<file path="config.mk">
export PLATFORM = sky130hd
export DESIGN_NAME = vat_cfg
export DESIGN_NICKNAME = d
export VERILOG_FILES = /design/src/hw/rtl/vat_pkg.sv /design/src/hw/rtl/vat_cfg.sv
export SDC_FILE = /design/constraint.sdc
export NUM_CORES = 1
export LEC_CHECK = 0
export BUFFER_PORTS_ARGS = -buffer_cell sky130_fd_sc_hd__buf_2
export CAP_MARGIN = 10
export CORE_MARGIN = 8
export CORE_UTILIZATION = 44
export DETAILED_ROUTE_END_ITERATION = 8
export PLACE_DENSITY = 0.86
export SYNTH_ARGS = -nofsm -noshare
export SYNTH_HDL_FRONTEND = slang
export SYNTH_SLANG_ARGS = --single-unit
</file>
<file path="constraint.sdc">
create_clock -name clk_i -period 0.8 [get_ports clk_i]
set_input_delay 0.2 -clock clk_i [delete_from_list [all_inputs] [get_ports clk_i]]
set_output_delay 0.2 -clock clk_i [all_outputs]
set_load 0.02 [all_outputs]
</file>
<file path="src/hw/rtl/vat_pkg.sv">
package vat_pkg;

  localparam int CoordWidth  = 32;
  localparam int TrigWidth   = 16;
  localparam int TrigFrac    = 14;
  localparam int CoordFrac   = 16;
  localparam int ProdWidth   = 2 * CoordWidth;
  localparam int ExtWidth    = ProdWidth + 2;
  localparam int CfgIdxWidth = 2;

  typedef logic signed [CoordWidth-1:0] coord_t;
  typedef logic signed [TrigWidth-1:0]  trig_t;
  typedef logic signed [ProdWidth-1:0]  prod_t;
  typedef logic signed [ExtWidth-1:0]   ext_t;

  typedef enum logic [2:0] {
    OpRotX  = 3'd0,
    OpRotY  = 3'd1,
    OpRotZ  = 3'd2,
    OpMoveX = 3'd3,
    OpMoveY = 3'd4,
    OpMoveZ = 3'd5,
    OpScale = 3'd6,
    OpNop   = 3'd7
  } op_e;

  localparam logic [CfgIdxWidth-1:0] CfgCos   = 2'd0;
  localparam logic [CfgIdxWidth-1:0] CfgSin   = 2'd1;
  localparam logic [CfgIdxWidth-1:0] CfgBias  = 2'd2;
  localparam logic [CfgIdxWidth-1:0] CfgScale = 2'd3;

  typedef struct packed {
    logic [2:0] opcode;
    coord_t     x_in;
    coord_t     y_in;
    coord_t     z_in;
  } vertex_in_t;

  typedef struct packed {
    coord_t x_out;
    coord_t y_out;
    coord_t z_out;
  } vertex_out_t;

  typedef struct packed {
    trig_t  cos_angle;
    trig_t  sin_angle;
    coord_t shift_bias;
    coord_t scale_factor;
  } cfg_t;

  localparam trig_t  TrigOne  = trig_t'(1) <<< TrigFrac;
  localparam coord_t ScaleOne = coord_t'(1) <<< CoordFrac;

  localparam cfg_t CfgReset = '{
    cos_angle:    TrigOne,
    sin_angle:    '0,
    shift_bias:   '0,
    scale_factor: ScaleOne
  };

  localparam ext_t   ExtOne   = ext_t'(1);
  localparam ext_t   ExtMax   = (ExtOne <<< (CoordWidth - 1)) - ExtOne;
  localparam ext_t   ExtMin   = -(ExtOne <<< (CoordWidth - 1));
  localparam coord_t CoordMax = {1'b0, {(CoordWidth - 1){1'b1}}};
  localparam coord_t CoordMin = {1'b1, {(CoordWidth - 1){1'b0}}};
  localparam ext_t   RotHalf   = ExtOne <<< (TrigFrac - 1);
  localparam ext_t   ScaleHalf = ExtOne <<< (CoordFrac - 1);

  function automatic ext_t ext_prod(input prod_t p);
    return ext_t'(p);
  endfunction

  function automatic ext_t ext_coord(input coord_t v);
    return ext_t'(v);
  endfunction

  // clamp to the signed coordinate range
  function automatic coord_t sat_coord(input ext_t v);
    coord_t r;
    if (v > ExtMax) begin
      r = CoordMax;
    end else if (v < ExtMin) begin
      r = CoordMin;
    end else begin
      r = v[CoordWidth-1:0];
    end
    return r;
  endfunction

endpackage

</file>
<file path="src/hw/rtl/vat_cfg.sv">
module vat_cfg (
  input  logic                              clk_i,
  input  logic                              rst_ni,
  input  logic                              cfg_we_i,
  input  logic [vat_pkg::CfgIdxWidth-1:0]   cfg_idx_i,
  input  logic [vat_pkg::CoordWidth-1:0]    cfg_wdata_i,
  output vat_pkg::cfg_t                     cfg_o
);

  vat_pkg::cfg_t cfg_d, cfg_q;

  always_comb begin
    cfg_d = cfg_q;
    if (cfg_we_i) begin
      case (cfg_idx_i)
        vat_pkg::CfgCos:   cfg_d.cos_angle    = cfg_wdata_i[vat_pkg::TrigWidth-1:0];
        vat_pkg::CfgSin:   cfg_d.sin_angle    = cfg_wdata_i[vat_pkg::TrigWidth-1:0];
        vat_pkg::CfgBias:  cfg_d.shift_bias   = cfg_wdata_i;
        vat_pkg::CfgScale: cfg_d.scale_factor = cfg_wdata_i;
        default:           cfg_d = cfg_q;
      endcase
    end
  end

  always_ff @(posedge clk_i or negedge rst_ni) begin
    if (!rst_ni) begin
      cfg_q <= vat_pkg::CfgReset;
    end else begin
      cfg_q <= cfg_d;
    end
  end

  assign cfg_o = cfg_q;

endmodule

</file>
==> impl_results.md, run 1 <==
* Status: finished, violations left
* Failing checks: setup timing
* CTS max path bufs at 2
* Post-DRT Antenna Nets at 0
* Yosys cell types at 10
* First-pass GRT wire length at 18.4 mm
* PwrDens at 2480 nW/µm²
* Share of Yosys cell area claimed by the top area cell type at 0.656
* WL per Instance at 23.2 µm
* Yosys warns at 0
* Vias in the first global route at just over 3,000
* Post-route setup slack at -0.431 ns
* Placed instance area at 4650 µm²
* Layout cells sized above 1 at 0.783
* Worst path top cell family by delay: flip-flops
* Skew-Pair Late Insertion Delay at between 0.3 and 0.4 ns
* Die Span Y at roughly 110 µm
* Antenna diode count at 0
* Placer congestion estimate at 0.713
* TritonCTS clock tree: done
* Synth area leader: dfrtp_1
* Clk_skew at 0 ns
* Synth Instances at between 200 and 250
* Cts bufs inserted at 9
* Min cycle time layout at 1.23 ns
* Max reg flops at 96
* Worst ir drop on vdd at 1.56 mV
* Port buffer count at around 130
* WL final at 12.4 mm
* Main area contributors after synthesis: dfrtp_1 (66%), mux2_2 (30%), dfstp_2 (1.5%)
* Synth-to-Final Area Change at 79.5%
* Tightest Pin Transition at around 0.30 ns
* Gr ovfl total at 0
* Seq/Total Area, Yosys at 0.670
* DIE WIDTH at 106 µm
* Vias post-DR at around 2,700
* Clock-pin slew on the worst setup and hold paths at 0.10 ns
* Die area at 11,300 µm²
* Sequence of cells on the critical path: buf_6
* Avg Cell Area, Syn at 17.6 µm²
* Crit path largest cell delay at roughly 0.57 ns
* Final Cell Area at 6440 µm²
* Mapped Area at 3590 µm²
* Reg2reg setup slack at -0.14 ns
* Leak Pwr at 3.30 nW
* Crit-path max FO at 2
* Worst EP required at 0.60 ns
* Overall Power at 16.0 mW
* Max Cap Viol at 0
* # rows at 33
* Global Route Usage Sum at 0.213
* Setup Crit Path Kind: register to output pin
* Largest net degree at the start of global routing at 33
* Core area at 8050 µm²
* Initial Utilization at 0.446
* H-tree depth at 3
* Initial antenna violation count at 0
* Slew margin rel. at 0.801
* Crit path launch type: register
* Fin. max-slew vios at 0
* IO Count at 133
* Final nets at 460
* DRC Markers at 0
* Vias per cell at 4.98
* Yosys reg bits at 96
* Hold Fails Final Rpt at 0
* Worst Hold Class: input port to register
* Post-DP HPWL at 6.43 mm
* CTS Root Cell: clkbuf_8
* Core Util, Final at 0.800
* Pre-CTS WS at -0.481 ns
* Period utilisation layout at 1.54
* Syn Nets at 241
* Clock net sink count at 96
* Critical Path AT at 1.03 ns
* CP Capture Type: output pin
* WP buf/inv at 1
* F_max at 812 MHz
* RSZ-0062 raised after global routing: true
* Iter 0 DRT Violations at 72
* Final setup fails at 192
* Total iterations of the first detailed-routing run at 4
* Crit-path slowest cell: dfstp_2
through the flow:
step	std cells	hold slack (ns)	TNS (ns)
2_1_floorplan	204	-0.0956	-16.61
3_3_place_gp	446	0.0543	-39.08
3_5_place_dp	446	0.0560	-41.54
4_1_cts	510	0.0837	-40.10
5_1_grt	533	0.0837	-44.20
6_report	533	0.0919	-40.84
cells by family (layout without fill, tap and decap cells):
family                 Yosys count  in the layout  share of synthesized area
buffers and inverters            8            232                     0.0167
flip-flops                      96             96                      0.670
multiplexers                    96             96                      0.301
AND/OR/NAND/NOR                  4              4                     0.0119
layout by cell type, fill, tap and decap left out, drive strengths merged:
master / Yosys / routed
buf: 8 / 215
nand3: 1 / 1
clkbuf: 0 / 12
nor3b: 1 / 1
clkinv: 0 / 3
mux2: 96 / 96
dlygate4sd3: 0 / 1
dfstp: 2 / 2
nand3b: 2 / 2
clkinvlp: 0 / 1
dfrtp: 94 / 94
metal layers:
layer / wire [µm] / share of wire / global-route usage
met4: 129 / 0.010 / 0.0462
met1: 5040 / 0.41 / 0.251
met2: 6540 / 0.53 / 0.378
met5: 0 / 0 / 0
met3: 659 / 0.053 / 0.0563
report_power, final:
group	total, mW	internal [mW]	switching, mW	leakage, nW
Sequential	6.63	5.80	0.832	1.13
Combinational	6.40	3.88	2.52	2.08
Clock	2.92	1.23	1.70	0.0866
Total	16.0	10.9	5.05	3.30
cell usage after synthesis (all sizes together):
library cell  instances
mux2                 96
dfrtp                94
buf                   8
dfstp                 2
nand3b                2
nand3                 1
nor3b                 1
final timing paths:
check | start | to | cells after the start
worst max register to register | cfg_o[86] | cfg_o[86] | 2
worst min register to register | cfg_o[60] | cfg_o[60] | 1
max in group asynchronous | rst_ni | cfg_o[94] | 3
worst min-delay path | cfg_wdata_i[18] | cfg_o[18] | 2
min in group asynchronous | rst_ni | cfg_o[52] | 2
worst max-delay path | cfg_o[94] | cfg_o[94] | 1
area by class of cell:
class                           count  area [µm²]
Fill cell                         451        1610
Timing Repair Buffer              216        2270
Multi-Input combinational cell    100        1450
Clock inverter                      4        30.0
Tap cell                          105         131
Sequential cell                    96        2410
Clock buffer                       12         145
timing repair:
item	4_1_cts	5_1_grt
hold buffers	1	0
resized for setup	250	49
buffers inserted	40	37
setup endpoints to repair	191	192
hold endpoints to repair	95	0
cloned	7	0
pin swaps	1	1
(Power assumes the default switching activity.)
==> run 2: changes to the inputs <==
--- a/config.mk
+++ b/config.mk
@@ -10,7 +10,9 @@
 export CORE_MARGIN = 8
 export CORE_UTILIZATION = 44
 export DETAILED_ROUTE_END_ITERATION = 8
+export GPL_TIMING_DRIVEN = 1
 export PLACE_DENSITY = 0.86
+export RECOVER_POWER = 100
 export SYNTH_ARGS = -nofsm -noshare
 export SYNTH_HDL_FRONTEND = slang
 export SYNTH_SLANG_ARGS = --single-unit
==> impl_results.md, run 2 (same netlist as run 1, synthesis figures left out) <==
* Status: finished, violations left
* Failing checks: setup timing
* Die area at 11,300 µm² (unchanged)
* F_max at 812 MHz (about the same)
* H-tree depth at 3 (unchanged)
* Min cycle time layout at 1.23 ns (+0.000434 ns)
* Max reg flops at 96 (unchanged)
* Post-route setup slack at -0.431 ns (-0.000434 ns)
* Reg2reg setup slack at -0.14 ns (about the same)
* Crit-path slowest cell: dfstp_2
* Critical Path AT at 1.03 ns (about the same)
* Vias in the first global route at 3,025 (unchanged)
* CTS Root Cell: clkbuf_8
* Gr ovfl total at 0 (unchanged)
* TritonCTS clock tree: done
* Pre-CTS WS at -0.481 ns (unchanged)
* # rows at 33 (unchanged)
* DRC Markers at 0 (unchanged)
* Port buffer count at 132 (unchanged)
* Die Span Y at 106 µm (unchanged)
* Clock net sink count at 96 (unchanged)
* Fillers at 453 (+0.44%)
* Core area at 8050 µm² (unchanged)
* CTS max path bufs at 2 (unchanged)
* Final setup fails at 196 (+2.1%)
* Crit-path max FO at 2 (unchanged)
* IO Count at 133 (unchanged)
* Iter 0 DRT Violations at 85 (+18%)
* Area of the multi-input gates at 1450 µm² (unchanged)
* Critical path startpoint: cfg_o[94]
* Global Route Usage Sum at 0.213 (unchanged)
* Slew margin rel. at 0.753 (-0.0478)
* Initial antenna violation count at 0 (unchanged)
* Sequence of cells on the critical path: buf_6
* Clock power frac at 0.184 (about the same)
* Switching pwr at 5.05 mW (about the same)
* First-pass GRT wire length at 18.4 mm (unchanged)
* Cts bufs inserted at 9 (unchanged)
* Fin. max-slew vios at 0 (unchanged)
* Cells after DPL at 446 (unchanged)
* Largest net degree at the start of global routing at 33 (unchanged)
* Clk_skew at 0 ns (unchanged)
* Vias per cell at 4.99 (+0.26%)
* Worst EP required at 0.60 ns (about the same)
* Post-DRT Antenna Nets at 0 (unchanged)
* Crit path largest cell delay at 0.57 ns (about the same)
* Placed instance area at 4650 µm² (unchanged)
* Period utilisation layout at 1.54 (about the same)
* Commonest non-fill, non-tap cell in the layout: buf_6
* RR Endpoint: cfg_o[86]
* Vias post-DR at 2,659 (+0.26%)
* Register area at 2410 µm² (unchanged)
* DIE WIDTH at 106 µm (unchanged)
* Placer congestion estimate at 0.713 (unchanged)
* Worst path top cell family by delay: flip-flops
* Post-DP HPWL at 6.43 mm (unchanged)
* Final Cell Area at 6430 µm² (-0.12%)
* Combinational power share at 0.401 (about the same)
* Overall Power at 16.0 mW (about the same)
* Core Util, Final at 0.799 (-0.000933)
* Most frequent cells in the layout: buf_6 (131), dfrtp_1 (89), mux2_4 (81), buf_4 (33), buf_2 (32)
* RSZ-0062 raised after global routing: true
* Worst Hold Class: input port to register
* Worst reg2reg startpoint: cfg_o[86]
* Switching Fraction at 0.317 (about the same)
* Antenna diode count at 0 (unchanged)
* WL per Instance at 23.2 µm (+0.11%)
* WL final at 12.4 mm (+0.11%)
* Skew-Pair Late Insertion Delay at 0.33 ns (about the same)
* Setup Crit Path Kind: register to output pin
* PwrDens at 2480 nW/µm² (+0.11%)
* Levels on crit path at 1 (unchanged)
* Flop pwr share at 0.416 (about the same)
* Max Cap Viol at 0 (unchanged)
* Leak Pwr at 3.30 nW (about the same)
* Tightest Pin Transition at 0.371 ns (+0.0720 ns)
* Layout cells sized above 1 at 0.783 (unchanged)
* Hold Slack at 0.0915 ns (-0.000409 ns)
* Crit path launch type: register
* WP buf/inv at 1 (unchanged)
* Finished Layout Cells at 533 (unchanged)
* Clock-pin slew on the worst setup and hold paths at 0.10 ns (about the same)
* CP Capture Type: output pin
* Worst ir drop on vdd at 1.56 mV (about the same)
* Final nets at 460 (unchanged)
* Worst r2r path cells at 2 (unchanged)
* Hold Fails Final Rpt at 0 (unchanged)
* Pint at 10.9 mW (about the same)
* Synth-to-Final Area Change at 79.3%
* Initial Utilization at 0.446 (unchanged)
* Total iterations of the first detailed-routing run at 4 (unchanged)
* Final setup TNS at -40.87 ns (-0.0340 ns)
* CP endpoint: cfg_o[94]
[run 2: cell count changes in the layout (fill, tap and decap cells not counted)]
| cell | previous run | this run |
|---|---|---|
| buf_8 | 2 | 3 |
| buf_12 | 13 | 12 |
| buf_4 | 34 | 33 |
| clkbuf_2 | 0 | 1 |
[run 2: routing by layer]
layer,wire length [µm],vias to the layer above,track usage,part of all wire
met4,124,0,0.0462,0.010
met2,6540,87,0.378,0.53
met1,5070,1393,0.251,0.41
met5,0,-,0,0
li1,-,1164,-,-
met3,657,15,0.0563,0.053
[run 2: layout make-up]
type | instances | share of cell area
sequential | 96 | 0.375
timing repair buffer | 216 | 0.352
multi-input combinational | 100 | 0.225
clock buffer | 12 | 0.0226
tap | 105 | 0.0204
clock inverter | 4 | 0.00467
[run 2: what timing repair did]
| action | CTS | global route |
|---|---|---|
| resized for setup | 250 | 49 |
| hold buffers | 1 | 0 |
| buffers inserted | 40 | 37 |
| gates cloned | 7 | 0 |
| hold endpoints to repair | 95 | 0 |
| pin swaps | 1 | 1 |
| endpoints found under the setup margin | 191 | 192 |
[run 2: worst min path at each step]
stage,slack [ns],start,depth (start not counted),endpoint
5_1_grt,0.08,cfg_wdata_i[18],2,cfg_o[18]
3_3_place_gp,0.05,rst_ni,1,cfg_o[20]
2_1_floorplan,-0.1,rst_ni,0,cfg_o[0]
6_report,0.09,cfg_wdata_i[18],2,cfg_o[18]
4_1_cts,0.08,cfg_wdata_i[30],2,cfg_o[30]
3_5_place_dp,0.06,rst_ni,1,cfg_o[20]
[run 2: power groups by stage]
stage	clock, mW	sequential [mW]	combinational [mW]
final	2.93	6.63	6.40
after global routing	3.17	6.70	6.72
after CTS	2.93	6.52	5.73
after detailed placement	0	6.39	3.84
after global placement	0	6.32	3.76
after floorplan	0	7.49	1.15
==> run 3: changes to the inputs <==
--- a/config.mk
+++ b/config.mk
@@ -8,10 +8,10 @@
 export BUFFER_PORTS_ARGS = -buffer_cell sky130_fd_sc_hd__buf_2
 export CAP_MARGIN = 10
 export CORE_MARGIN = 8
-export CORE_UTILIZATION = 44
+export CORE_UTILIZATION = 32
 export DETAILED_ROUTE_END_ITERATION = 8
 export GPL_TIMING_DRIVEN = 1
-export PLACE_DENSITY = 0.86
+export PLACE_DENSITY = 0.69
 export RECOVER_POWER = 100
 export SYNTH_ARGS = -nofsm -noshare
 export SYNTH_HDL_FRONTEND = slang
==> impl_results.md, run 3 (same netlist as run 1, synthesis figures left out) <==
* Port buffer count at 132 (unchanged)
* Crit-path slowest cell: dfstp_2
* Fin. max-slew vios at 0 (unchanged)
* HP Start: cfg_wdata_i[29]
* Die area at 14,900 µm² (+31%)
* Final setup fails at 256 (+31%)
* Worst ir drop on vdd at 1.23 mV (-21%)
* WL per Instance at 19.5 µm (-16%)
* Min cycle time layout at 1.23 ns (-0.00341 ns)
* Max Cap Viol at 0 (unchanged)
* Largest net degree at the start of global routing at 35 (+6.1%)
* Core Util, Final at 0.569 (-0.230)
* Worst Hold Path EP: cfg_o[61]
* Worst r2r path cells at 2 (unchanged)
* Failing checks: setup timing
* Vias per cell at 4.58 (-8.2%)
* First-pass GRT wire length at 16.0 mm (-13%)
* Worst Hold Class: input port to register
* IO Count at 133 (unchanged)
* Overall Power at 15.3 mW (-3.8%)
* CP Capture Type: output pin
* Worst EP required at 0.60 ns (about the same)
* DIE WIDTH at 122 µm (+15%)
* Commonest non-fill, non-tap cell in the layout: buf_6
* CTS Root Cell: clkbuf_8
* Final nets at 441 (-4.1%)
* Die Span Y at 122 µm (+15%)
* Skew-Pair Late Insertion Delay at 0.35 ns (+0.02 ns)
* Crit-path max FO at 2 (unchanged)
* Hold path depth at 2 (unchanged)
* Status: finished, violations left
* RR Endpoint: cfg_o[30]
* Post-DRT Antenna Nets at 0 (unchanged)
* PwrDens at 2480 nW/µm² (-0.18%)
* Placer congestion estimate at 0.736 (+3.3%)
* Cells after DPL at 483 (+8.3%)
* Levels on crit path at 1 (unchanged)
* Max reg flops at 96 (unchanged)
* Setup Crit Path Kind: register to output pin
* WL final at 10.7 mm (-13%)
* F_max at 814 MHz (+0.28%)
* Period utilisation layout at 1.53 (-0.00427)
* Tightest Pin Transition at 0.462 ns (+0.0911 ns)
* Crit path launch type: register
* CTS max path bufs at 2 (unchanged)
* Fillers at 845 (+87%)
* H-tree depth at 3 (unchanged)
* Cts bufs inserted at 9 (unchanged)
* Initial Utilization at 0.330 (-0.116)
* Iter 0 DRT Violations at 96 (+13%)
* Critical Path AT at 1.03 ns (about the same)
* Slew margin rel. at 0.692 (-0.0607)
* Worst reg2reg startpoint: cfg_o[30]
* # rows at 38 (+15%)
* Post-route setup slack at -0.428 ns (+0.00341 ns)
* Finished Layout Cells at 549 (+3.0%)
* Clock-pin slew on the worst setup and hold paths at 0.10 ns (about the same)
* Synth-to-Final Area Change at 72.7%
* Vias in the first global route at 2,861 (-5.4%)
* Clk_skew at 0 ns (unchanged)
* Initial antenna violation count at 0 (unchanged)
* WP buf/inv at 1 (unchanged)
* Most frequent cells in the layout: buf_6 (135), dfrtp_1 (89), mux2_4 (61), mux2_2 (35), buf_2 (32)
* Crit path largest cell delay at 0.56 ns (about the same)
* DRC Markers at 0 (unchanged)
* Layout cells sized above 1 at 0.778 (-0.00520)
* Core area at 10,900 µm² (+35%)
* Hold Fails Final Rpt at 0 (unchanged)
* Hold Slack at 0.0845 ns (-0.00702 ns)
* Sequence of cells on the critical path: buf_6
* RSZ-0062 raised after global routing: true
* Clock net sink count at 96 (unchanged)
* Antenna diode count at 0 (unchanged)
* Gr ovfl total at 0 (unchanged)
* TritonCTS clock tree: done
* Vias post-DR at 2,515 (-5.4%)
* Reg2reg setup slack at -0.12 ns (+0.02 ns)
* Worst path top cell family by delay: flip-flops
* Total iterations of the first detailed-routing run at 4 (unchanged)
* Post-DP HPWL at 6.80 mm (+5.7%)
* Global Route Usage Sum at 0.138 (-0.0745)
* Leak Pwr at 3.08 nW (-6.6%)
run 3: cell types whose count changed in the layout (fill, tap and decap cells not counted), sizes merged:
cell,change
buf,-22
clkinv,+1
clkinvlp,+1
inv,+1
run 3: worst max-delay path by stage:
stage | from | endpoint | slack [ns]
floorplan | cfg_idx_i[1] | cfg_o[80] | -0.35
global placement | cfg_idx_i[0] | cfg_o[52] | -0.44
detailed placement | cfg_idx_i[1] | cfg_o[88] | -0.46
CTS | cfg_o[94] | cfg_o[94] | -0.45
global route | cfg_o[94] | cfg_o[94] | -0.47
finish | cfg_o[94] | cfg_o[94] | -0.43
run 3: final cells by class:
type | count | area, µm² | area share
timing repair buffer | 197 | 2070 | 0.333
clock buffer | 9 | 124 | 0.0200
clock inverter | 7 | 47.5 | 0.00767
multi-input combinational | 100 | 1370 | 0.222
sequential | 96 | 2410 | 0.389
tap | 140 | 175 | 0.0283
run 3: layer usage:
layer  wire [µm]  GRT usage  up-vias  part of all wire
li1            -          -     1126                 -
met1        4580      0.170     1293              0.43
met2        5200      0.225       83              0.48
met3         780     0.0407       13             0.073
met4         169     0.0517        0             0.016
met5           0          0        -                 0
run 3: repair_timing:
action                                  4_1_cts  5_1_grt
hold buffers                                  1        0
resized for setup                           222       45
cloned                                        1        4
pin swaps                                     1        1
endpoints found under the hold margin        96        0
endpoints found under the setup margin      149      166
buffers inserted                             33       24
run 3: power by group:
part	total (mW)	internal [mW]	switching [mW]
Sequential	6.57	5.80	0.766
Clock	2.84	1.13	1.71
Combinational	5.93	3.58	2.35
run 3: per-stage QoR:
stage,setup WS [ns],area [µm²],TNS [ns]
2_1_floorplan,-0.354,3790,-16.61
3_3_place_gp,-0.441,4740,-35.98
3_5_place_dp,-0.463,4740,-37.39
4_1_cts,-0.454,5900,-33.70
5_1_grt,-0.472,6200,-49.26
6_report,-0.428,6200,-38.16
